[src/tga_rle_pixel_decoder_macros.svh]
// assertion macros for the decoder rtl
// no dependencies, included by the top level
`ifndef TGA_RLE_PIXEL_DECODER_MACROS_SVH
`define TGA_RLE_PIXEL_DECODER_MACROS_SVH

// same-cycle implication, checked outside reset
`define TRPD_ASSERT_IMPLY(label, clk, rst_n, ante, cons) \
    label: assert property (@(posedge clk) disable iff (!rst_n) (ante) |-> (cons)) \
        else $error("trpd check failed");

// next-cycle implication, checked outside reset
`define TRPD_ASSERT_NEXT(label, clk, rst_n, ante, cons) \
    label: assert property (@(posedge clk) disable iff (!rst_n) (ante) |=> (cons)) \
        else $error("trpd check failed");

`endif

[src/trpd_pkg.sv]
// shared types and constants for the tga rle pixel decoder
// no dependencies
`default_nettype none

package trpd_pkg;

    localparam int DATA_W          = 8;
    localparam int PIXEL_W         = 32;
    localparam int GATHER_W        = 24;
    localparam int COUNT_W         = 8;
    localparam int BPP_W           = 3;
    localparam int PIXEL_TOTAL_W   = 24;
    localparam int BYTE_IDX_W      = 2;
    localparam int APB_DATA_W      = 32;
    localparam int APB_ADDR_W      = 4;
    localparam int PIXEL_COUNT_BITS_DEF = 24;

    localparam logic [BPP_W-1:0]         BPP_MIN        = 3'd1;
    localparam logic [BPP_W-1:0]         BPP_MAX        = 3'd4;
    localparam logic [DATA_W-1:0]        RUN_BIAS       = 8'd127;
    localparam logic [DATA_W-1:0]        RUN_THRESHOLD  = 8'd128;
    localparam logic                     RLE_MODE_RST   = 1'b1;
    localparam logic [BPP_W-1:0]         BPP_RST        = 3'd4;
    localparam logic [PIXEL_TOTAL_W-1:0] PIXEL_TOTAL_RST = 24'd1;

    typedef enum logic [1:0] {
        REG_RLE_MODE    = 2'd0,
        REG_BPP         = 2'd1,
        REG_PIXEL_TOTAL = 2'd2
    } t_reg_idx;

    typedef struct packed {
        logic                     rle_mode;
        logic [BPP_W-1:0]         bytes_per_pixel;
        logic [PIXEL_TOTAL_W-1:0] pixel_total;
        logic                     restart;
    } t_cfg;

    typedef struct packed {
        logic [PIXEL_W-1:0] pixel_value;
        logic [COUNT_W-1:0] repeat_count;
        logic               image_done;
    } t_result;

    typedef struct packed {
        logic finished;
        logic left_zero;
        logic phase_header;
        logic packet_left_zero;
    } t_core_stat;

endpackage

`default_nettype wire

[src/trpd_cfg_regs.sv]
// apb register bank: mode, bytes per pixel, pixel total, restart pulse
// depends on trpd_pkg
`default_nettype none

module trpd_cfg_regs import trpd_pkg::*; (
    input  wire logic                  i_clk,
    input  wire logic                  i_rst_n,
    input  wire logic                  psel,
    input  wire logic                  penable,
    input  wire logic                  pwrite,
    input  wire logic [APB_ADDR_W-1:0] paddr,
    input  wire logic [APB_DATA_W-1:0] pwdata,
    output logic      [APB_DATA_W-1:0] prdata,
    output logic                       pready,
    output t_cfg                       o_cfg
);

    logic                     r_rle_mode;
    logic [BPP_W-1:0]         r_bpp;
    logic [PIXEL_TOTAL_W-1:0] r_pixel_total;
    logic                     r_restart;
    logic                     wr_en;
    t_reg_idx                 reg_idx;

    assign pready  = 1'b1;
    assign wr_en   = psel & penable & pwrite & pready;
    assign reg_idx = t_reg_idx'(paddr[3:2]);

    always_ff @(posedge i_clk) begin
        if (!i_rst_n) begin
            r_rle_mode    <= RLE_MODE_RST;
            r_bpp         <= BPP_RST;
            r_pixel_total <= PIXEL_TOTAL_RST;
            r_restart     <= 1'b0;
        end else begin
            r_restart <= 1'b0;
            if (wr_en) begin
                unique case (reg_idx)
                    REG_RLE_MODE: begin
                        r_rle_mode <= pwdata[0];
                        r_restart  <= 1'b1;
                    end
                    REG_BPP: begin
                        r_bpp     <= pwdata[BPP_W-1:0];
                        r_restart <= 1'b1;
                    end
                    REG_PIXEL_TOTAL: begin
                        r_pixel_total <= pwdata[PIXEL_TOTAL_W-1:0];
                        r_restart     <= 1'b1;
                    end
                    default: begin
                    end
                endcase
            end
        end
    end

    always_comb begin
        prdata = '0;
        unique case (reg_idx)
            REG_RLE_MODE:    prdata = APB_DATA_W'(r_rle_mode);
            REG_BPP:         prdata = APB_DATA_W'(r_bpp);
            REG_PIXEL_TOTAL: prdata = APB_DATA_W'(r_pixel_total);
            default:         prdata = '0;
        endcase
    end

    assign o_cfg.rle_mode        = r_rle_mode;
    assign o_cfg.bytes_per_pixel = r_bpp;
    assign o_cfg.pixel_total     = r_pixel_total;
    assign o_cfg.restart         = r_restart;

endmodule

`default_nettype wire

[src/trpd_core.sv]
// input byte reg, packet/pixel state; one byte per cycle unless stalled
// depends on trpd_pkg
`default_nettype none

module trpd_core import trpd_pkg::*; #(
    parameter int PIXEL_COUNT_BITS = PIXEL_COUNT_BITS_DEF
) (
    input  wire logic              i_clk,
    input  wire logic              i_rst_n,
    input  wire t_cfg              i_cfg,
    input  wire logic              i_in_valid,
    input  wire logic [DATA_W-1:0] i_in_byte,
    output logic                   o_in_ready,
    input  wire logic              i_out_free,
    output logic                   o_res_valid,
    output t_result                o_res,
    output t_core_stat             o_stat
);

    localparam int PCB = PIXEL_COUNT_BITS;

    typedef enum logic [1:0] {
        PH_HEADER = 2'd0,
        PH_RUN    = 2'd1,
        PH_RAW    = 2'd2
    } t_phase;

    logic                  r_in_valid;
    logic [DATA_W-1:0]     r_in_byte;
    t_phase                r_phase,       n_phase;
    logic [COUNT_W-1:0]    r_packet_left, n_packet_left;
    logic [BYTE_IDX_W-1:0] r_byte_idx,    n_byte_idx;
    logic [GATHER_W-1:0]   r_gather,      n_gather;
    logic [PCB-1:0]        r_pixels_left, n_pixels_left;
    logic                  r_finished,    n_finished;

    logic                  fire;
    logic [BPP_W-1:0]      eff_bpp;
    logic                  last_byte;
    logic [PIXEL_W-1:0]    acc;
    logic [PCB-1:0]        load_left;
    logic [PCB-1:0]        left_after;
    logic [COUNT_W-1:0]    count;
    logic                  emit;

    // saturate the pixel total into the counter width
    if (PCB >= PIXEL_TOTAL_W) begin : g_load_wide
        assign load_left = PCB'(i_cfg.pixel_total);
    end else begin : g_load_narrow
        assign load_left = (|i_cfg.pixel_total[PIXEL_TOTAL_W-1:PCB]) ? '1
                                                                       : i_cfg.pixel_total[PCB-1:0];
    end

    assign fire       = r_in_valid & i_out_free & ~i_cfg.restart;
    assign o_in_ready = ~r_in_valid | fire;

    always_comb begin
        if (i_cfg.bytes_per_pixel == '0) begin
            eff_bpp = BPP_MIN;
        end else if (i_cfg.bytes_per_pixel > BPP_MAX) begin
            eff_bpp = BPP_MAX;
        end else begin
            eff_bpp = i_cfg.bytes_per_pixel;
        end
    end

    assign last_byte = ({1'b0, r_byte_idx} + 3'd1) >= eff_bpp;
    assign acc = {8'd0, r_gather} | ({24'd0, r_in_byte} << {r_byte_idx, 3'b000});
    assign left_after = r_pixels_left - PCB'(count);

    always_comb begin
        n_phase       = r_phase;
        n_packet_left = r_packet_left;
        n_byte_idx    = r_byte_idx;
        n_gather      = r_gather;
        n_pixels_left = r_pixels_left;
        n_finished    = r_finished;
        emit          = 1'b0;
        count         = COUNT_W'(1);

        if (i_cfg.restart) begin
            n_phase       = PH_HEADER;
            n_packet_left = '0;
            n_byte_idx    = '0;
            n_gather      = '0;
            n_pixels_left = load_left;
            n_finished    = (load_left == '0);
        end else if (fire && !r_finished) begin
            if (i_cfg.rle_mode && r_phase == PH_HEADER) begin
                if (r_in_byte < RUN_THRESHOLD) begin
                    n_packet_left = r_in_byte + 8'd1;
                    n_phase       = PH_RAW;
                end else begin
                    n_packet_left = r_in_byte - RUN_BIAS;
                    n_phase       = PH_RUN;
                end
                n_byte_idx = '0;
                n_gather   = '0;
            end else if (!last_byte) begin
                n_byte_idx = r_byte_idx + 2'd1;
                n_gather   = acc[GATHER_W-1:0];
            end else begin
                n_byte_idx = '0;
                n_gather   = '0;
                emit       = 1'b1;
                if (i_cfg.rle_mode) begin
                    unique case (r_phase)
                        PH_RUN: begin
                            // clip the run to the pixels still missing
                            if (PCB'(r_packet_left) > r_pixels_left) begin
                                count = r_pixels_left[COUNT_W-1:0];
                            end else begin
                                count = r_packet_left;
                            end
                            n_packet_left = '0;
                            n_phase       = PH_HEADER;
                        end
                        PH_RAW: begin
                            n_packet_left = r_packet_left - 8'd1;
                            if (r_packet_left == 8'd1) begin
                                n_phase = PH_HEADER;
                            end
                        end
                        default: begin
                        end
                    endcase
                end
                n_pixels_left = left_after;
                if (left_after == '0) begin
                    n_finished = 1'b1;
                end
            end
        end
    end

    always_ff @(posedge i_clk) begin
        if (!i_rst_n) begin
            r_in_valid    <= 1'b0;
            r_phase       <= PH_HEADER;
            r_packet_left <= '0;
            r_byte_idx    <= '0;
            r_gather      <= '0;
            r_pixels_left <= PCB'(PIXEL_TOTAL_RST);
            r_finished    <= 1'b0;
        end else begin
            if (o_in_ready) begin
                r_in_valid <= i_in_valid;
            end
            r_phase       <= n_phase;
            r_packet_left <= n_packet_left;
            r_byte_idx    <= n_byte_idx;
            r_gather      <= n_gather;
            r_pixels_left <= n_pixels_left;
            r_finished    <= n_finished;
        end
    end

    always_ff @(posedge i_clk) begin
        if (o_in_ready && i_in_valid) begin
            r_in_byte <= i_in_byte;
        end
    end

    assign o_res_valid        = emit;
    assign o_res.pixel_value  = acc;
    assign o_res.repeat_count = count;
    assign o_res.image_done   = (left_after == '0);

    assign o_stat.finished         = r_finished;
    assign o_stat.left_zero        = (r_pixels_left == '0);
    assign o_stat.phase_header     = (r_phase == PH_HEADER);
    assign o_stat.packet_left_zero = (r_packet_left == '0);

endmodule

`default_nettype wire

[src/trpd_out_reg.sv]
// result register on the master side, frees when the word is taken
// depends on trpd_pkg
`default_nettype none

module trpd_out_reg import trpd_pkg::*; (
    input  wire logic    i_clk,
    input  wire logic    i_rst_n,
    input  wire logic    i_res_valid,
    input  wire t_result i_res,
    output logic         o_free,
    output logic         o_valid,
    input  wire logic    i_ready,
    output t_result      o_res
);

    logic    r_valid;
    t_result r_res;

    assign o_free  = ~r_valid | i_ready;
    assign o_valid = r_valid;
    assign o_res   = r_res;

    always_ff @(posedge i_clk) begin
        if (!i_rst_n) begin
            r_valid <= 1'b0;
        end else if (o_free) begin
            r_valid <= i_res_valid;
        end
    end

    always_ff @(posedge i_clk) begin
        if (o_free && i_res_valid) begin
            r_res <= i_res;
        end
    end

endmodule

`default_nettype wire

[src/tga_rle_pixel_decoder.sv]
// channel   dir  handshake              payload
// s         in   i_s_tvalid/o_s_tready  i_s_tdata: data_byte
// m         out  o_m_tvalid/i_m_tready  o_m_tdata: pixel_value, repeat_count; o_m_tlast: image_done
// apb       in   psel/penable/pwrite    regs at 0x0 rle_mode, 0x4 bytes_per_pixel, 0x8 pixel_total
//
// one byte per cycle sustained while m does not stall; a byte passes through
// the input register, then decode into the result register
// the decode state loop (packet phase, byte index, pixel count) is combinational between its registers
// reset is synchronous active low and leaves rle mode, 4 bytes per pixel, 1 pixel
// a write to a mapped register restarts decoding in the cycle after; stalls on m back up through s
// depends on trpd_pkg, trpd_cfg_regs, trpd_core, trpd_out_reg, tga_rle_pixel_decoder_macros.svh
`default_nettype none
`include "tga_rle_pixel_decoder_macros.svh"

module tga_rle_pixel_decoder import trpd_pkg::*; #(
    parameter int PIXEL_COUNT_BITS = PIXEL_COUNT_BITS_DEF
) (
    input  wire logic                          i_clk,
    input  wire logic                          i_rst_n,
    input  wire logic                          i_s_tvalid,
    output logic                               o_s_tready,
    input  wire logic [DATA_W-1:0]             i_s_tdata,   // data_byte
    output logic                               o_m_tvalid,
    input  wire logic                          i_m_tready,
    output logic [PIXEL_W+COUNT_W-1:0]         o_m_tdata,   // pixel_value, repeat_count
    output logic                               o_m_tlast,
    input  wire logic                          psel,
    input  wire logic                          penable,
    input  wire logic                          pwrite,
    input  wire logic [APB_ADDR_W-1:0]         paddr,
    input  wire logic [APB_DATA_W-1:0]         pwdata,
    output logic      [APB_DATA_W-1:0]         prdata,
    output logic                               pready
);

    t_cfg       cfg;
    t_result    core_res;
    t_result    out_res;
    t_core_stat stat;
    logic       core_res_valid;
    logic       out_free;

    trpd_cfg_regs u_cfg_regs (
        .i_clk   (i_clk),
        .i_rst_n (i_rst_n),
        .psel    (psel),
        .penable (penable),
        .pwrite  (pwrite),
        .paddr   (paddr),
        .pwdata  (pwdata),
        .prdata  (prdata),
        .pready  (pready),
        .o_cfg   (cfg)
    );

    trpd_core #(
        .PIXEL_COUNT_BITS (PIXEL_COUNT_BITS)
    ) u_core (
        .i_clk       (i_clk),
        .i_rst_n     (i_rst_n),
        .i_cfg       (cfg),
        .i_in_valid  (i_s_tvalid),
        .i_in_byte   (i_s_tdata),
        .o_in_ready  (o_s_tready),
        .i_out_free  (out_free),
        .o_res_valid (core_res_valid),
        .o_res       (core_res),
        .o_stat      (stat)
    );

    trpd_out_reg u_out_reg (
        .i_clk       (i_clk),
        .i_rst_n     (i_rst_n),
        .i_res_valid (core_res_valid),
        .i_res       (core_res),
        .o_free      (out_free),
        .o_valid     (o_m_tvalid),
        .i_ready     (i_m_tready),
        .o_res       (out_res)
    );

    assign o_m_tdata = {out_res.repeat_count, out_res.pixel_value};
    assign o_m_tlast = out_res.image_done;

    `TRPD_ASSERT_IMPLY(a_finished_matches_count, i_clk, i_rst_n, 1'b1, stat.finished == stat.left_zero)
    `TRPD_ASSERT_NEXT(a_restart_loads_total, i_clk, i_rst_n, cfg.restart, stat.finished == ($past(cfg.pixel_total) == '0))
    `TRPD_ASSERT_IMPLY(a_header_has_no_packet, i_clk, i_rst_n, stat.phase_header, stat.packet_left_zero)
    `TRPD_ASSERT_IMPLY(a_count_nonzero, i_clk, i_rst_n, core_res_valid, core_res.repeat_count != '0)

endmodule

`default_nettype wire

[config.mk]
export PLATFORM = sky130hd
export DESIGN_NAME = tga_rle_pixel_decoder
export DESIGN_NICKNAME = d
export VERILOG_FILES = /design/src/trpd_pkg.sv /design/src/trpd_cfg_regs.sv /design/src/trpd_core.sv /design/src/trpd_out_reg.sv /design/src/tga_rle_pixel_decoder.sv
export VERILOG_INCLUDE_DIRS = /design/src /design/src/src
export SDC_FILE = /design/constraint.sdc
export NUM_CORES = 1
export LEC_CHECK = 0
export BUFFER_PORTS_ARGS = -buffer_cell sky130_fd_sc_hd__buf_2
export CORE_MARGIN = 2
export CORE_UTILIZATION = 38
export DETAILED_ROUTE_END_ITERATION = 12
export SLEW_MARGIN = 20
export SYNTH_ARGS = -nofsm -noshare
export SYNTH_HDL_FRONTEND = slang
export SYNTH_HIERARCHICAL = 1
export SYNTH_SLANG_ARGS = --single-unit
[constraint.sdc]
create_clock -name i_clk -period 7.5 [get_ports i_clk]
set_input_delay 0.75 -clock i_clk [delete_from_list [all_inputs] [get_ports i_clk]]
set_output_delay 0.75 -clock i_clk [all_outputs]
set_load 0.05 [all_outputs]
==> run_results.csv <==
group,metric,value,unit
floorplanning,rows,51,
routing,drtIter0Drc,561,
timing,fmax,161.7,MHz
timing,hold_viol_final,0,
setup_path,endpoint,"u_out_reg/o_res[0]",
floorplanning,io_pins,127,
setup_path,crit_type,"reg -> reg",
final_layout,final_util,45.09,%
timing,finalCritPeriodShare,82.45,%
setup_path,r2r-end,"u_out_reg/o_res[0]",
final_layout,final_nets,987,
setup_path,arrival,6.34,ns
setup_path,critical_path.max_fanout,9,
power_and_ir_drop,seqPwrFrac,44.6,%
setup_path,crit_path_start,"u_core/r_pixels_left[16]",
timing,fin_skew,0.01029,ns
timing,fin_crit,6.184,ns
synth,syn_avg_cell_area,9.168,µm²
placement,dp.final_hpwl,14.08,mm
routing,firstDrtPassIters,6,
grt,grt_pass1_vias,6196,
setup_path,critPathSlowestCell,"a221oi_2",
setup_path,crit_chain,"or4_4, or3_1, nor3_2, nand2_1, a211oi_4, nand2_1, o211ai_1, ha_1, inv_1, fa_1, a21o_1, a221oi_2, o211ai_1, o21a_1, or2_1, or3_1, nor4_1",
clocking,postCtsSetupRepairBufs,0,
timing,worst_pin_slew,1.085,ns
setup_path,reg2reg_depth,17,
final_layout,layout-drive-gt1-share,17.64,%
grt,antenna_found_initial,0,
clocking,htree_levels,4,
routing,route.vias.total,6439,
power_and_ir_drop,p_int,1358,µW
grt,grtUsageTotal,19.52,%
clocking,cts-buffers-inserted,17,
grt,grt_max_degree,59,
setup_path,cp.required,7.66,ns
setup_path,cpPeakStageDelay,0.62,ns
synth,yosys_warnings,6,
setup_path,r2r_setup_slack,1.32,ns
status,status,"finished, final reports clean",
final_layout,fillCellCount,1936,
timing,setup_viol,0,
clocking,clock_latency,0.43,ns
placement,routabilityCongestion,0.9507,
final_layout,register_area,3313,µm²
timing,grt_setup_unrepaired,"no",
routing,routedWlPerCell,17.10,µm
floorplanning,die_h,145.6,µm
power_and_ir_drop,pwr-share-comb,8.7,%
synth,syn_area,7619,µm²
job,maxCapViolCount,0,
final_layout,diodes,0,
final_layout,multi_input_area,3934,µm²
clocking,post_cts_resized,0,
routing,wirelength,20.33,mm
clocking,postCtsHoldBufs,0,
floorplanning,fp.dieW,145.6,µm
power_and_ir_drop,fin_total_pwr,1831,µW
timing,finalSetupTns,0,ns
final_layout,final_common_cell,"buf_2",
grt,grt_overflow,0,
grt,grt_pass1_wl,33.05,mm
routing,routed_via_density,5.415,
power_and_ir_drop,swShare,25.83,%
power_and_ir_drop,max-vdd-ir-drop,0.0001372,V
power_and_ir_drop,p_leak,0.003743,µW
setup_path,regToRegStartpoint,"u_core/r_pixels_left[16]",
clocking,cts_max_path_buffers,2,
timing,max_slew_margin,27.58,%
power_and_ir_drop,power_density,207.3,nW/µm²
routing,drtAntennaViolNets,0,
floorplanning,initial_core_util,38.89,%
timing,drv_slew,0,
clocking,numClockSinks,141,
floorplanning,dieArea,21200,µm²
worst_hold_path,hp-class,"reg -> reg",
routing,drc,0,
setup_path,cp-start-kind,"flop",
power_and_ir_drop,switchingPower,472.9,µW
final_layout,final_cell_mix,"buf_2 (107), nand2_1 (99), dfxtp_1 (92), a21oi_1 (65), nor2_1 (51)",
synth,syn_inst,831,
floorplanning,core,19590,µm²
power_and_ir_drop,p_clk_share,46.6,%
clocking,clk_transition_reported_paths,0.07,ns
final_layout,area_growth_syn_to_layout,15.93,%
clocking,cts_root_buf,"clkbuf_16",
placement,io_buffers,107,
setup_path,cp-end-kind,"flop",
clocking,cts_tree,"built",
## stage by stage
step           area (µm²)  worst slack (ns)  hold slack (ns)  cells
2_1_floorplan        7645             2.374           0.4474    838
3_3_place_gp         8242             1.361           0.4796   1157
3_5_place_dp         8242             1.348           0.4749   1157
4_1_cts              8832             1.326           0.4729   1189
5_1_grt              8832            0.9652           0.4791   1189
6_report             8832             1.316           0.4825   1189
## flip-flops by register name, indices dropped and copies added (netlist names), 2 cells and up
register                  flops
u_core/r_phase                2
u_core/r_byte_idx             2
u_core/r_packet_left          8
u_core/r_pixels_left         24
u_cfg_regs/r_bpp              3
u_core/r_gather              24
u_cfg_regs/r_pixel_total     24
u_out_reg/o_res              41
u_core/r_in_byte              8
## power by group through the flow
stage | clock network, µW | registers (µW) | logic [µW]
after floorplan | 0 | 823 | 127
after global placement | 0 | 834 | 159
after detailed placement | 0 | 834 | 159
after CTS | 871 | 817 | 160
after global routing | 898 | 819 | 177
final | 854 | 817 | 160
## metal layers
metal  vias up  share of wire [%]  global-route usage (%)
met1      3019                 45                   25.16
met5         -                  0                       0
li1       3175                  -                       -
met3        32                5.3                   4.357
met4         0                2.0                   6.765
met2       213                 48                   32.37
## cell type report
class / instances / area share [%]
multi-input cells: 616 / 44.54
flip-flops and latches: 141 / 37.51
repair buffers: 113 / 6.573
clock buffers: 19 / 4.902
well taps: 265 / 3.754
clock inverters: 13 / 1.785
inverters: 22 / 0.9350
## critical path: cells and delay by family, from the launching register on
kind	cells	cell delay [ns]
AO/OA/AOI/OAI	6	2.19
AND/OR/NAND/NOR	8	2.61
flip-flops	1	0.41
buffers and inverters	1	0.07
adder cells (fa/ha/maj)	2	0.64
## worst min-delay path by stage
stage                        start                   to  cells past startpoint
2_1_floorplan  u_cfg_regs/r_bpp[0]  u_cfg_regs/r_bpp[0]                      2
3_3_place_gp   u_cfg_regs/r_bpp[0]  u_cfg_regs/r_bpp[0]                      2
3_5_place_dp   u_cfg_regs/r_bpp[0]  u_cfg_regs/r_bpp[0]                      2
4_1_cts               i_s_tdata[0]  u_core/r_in_byte[0]                      1
5_1_grt               i_s_tdata[7]  u_core/r_in_byte[7]                      1
6_report       u_cfg_regs/r_bpp[0]  u_cfg_regs/r_bpp[0]                      2
Note: power is estimated with default switching activity, not from simulation.
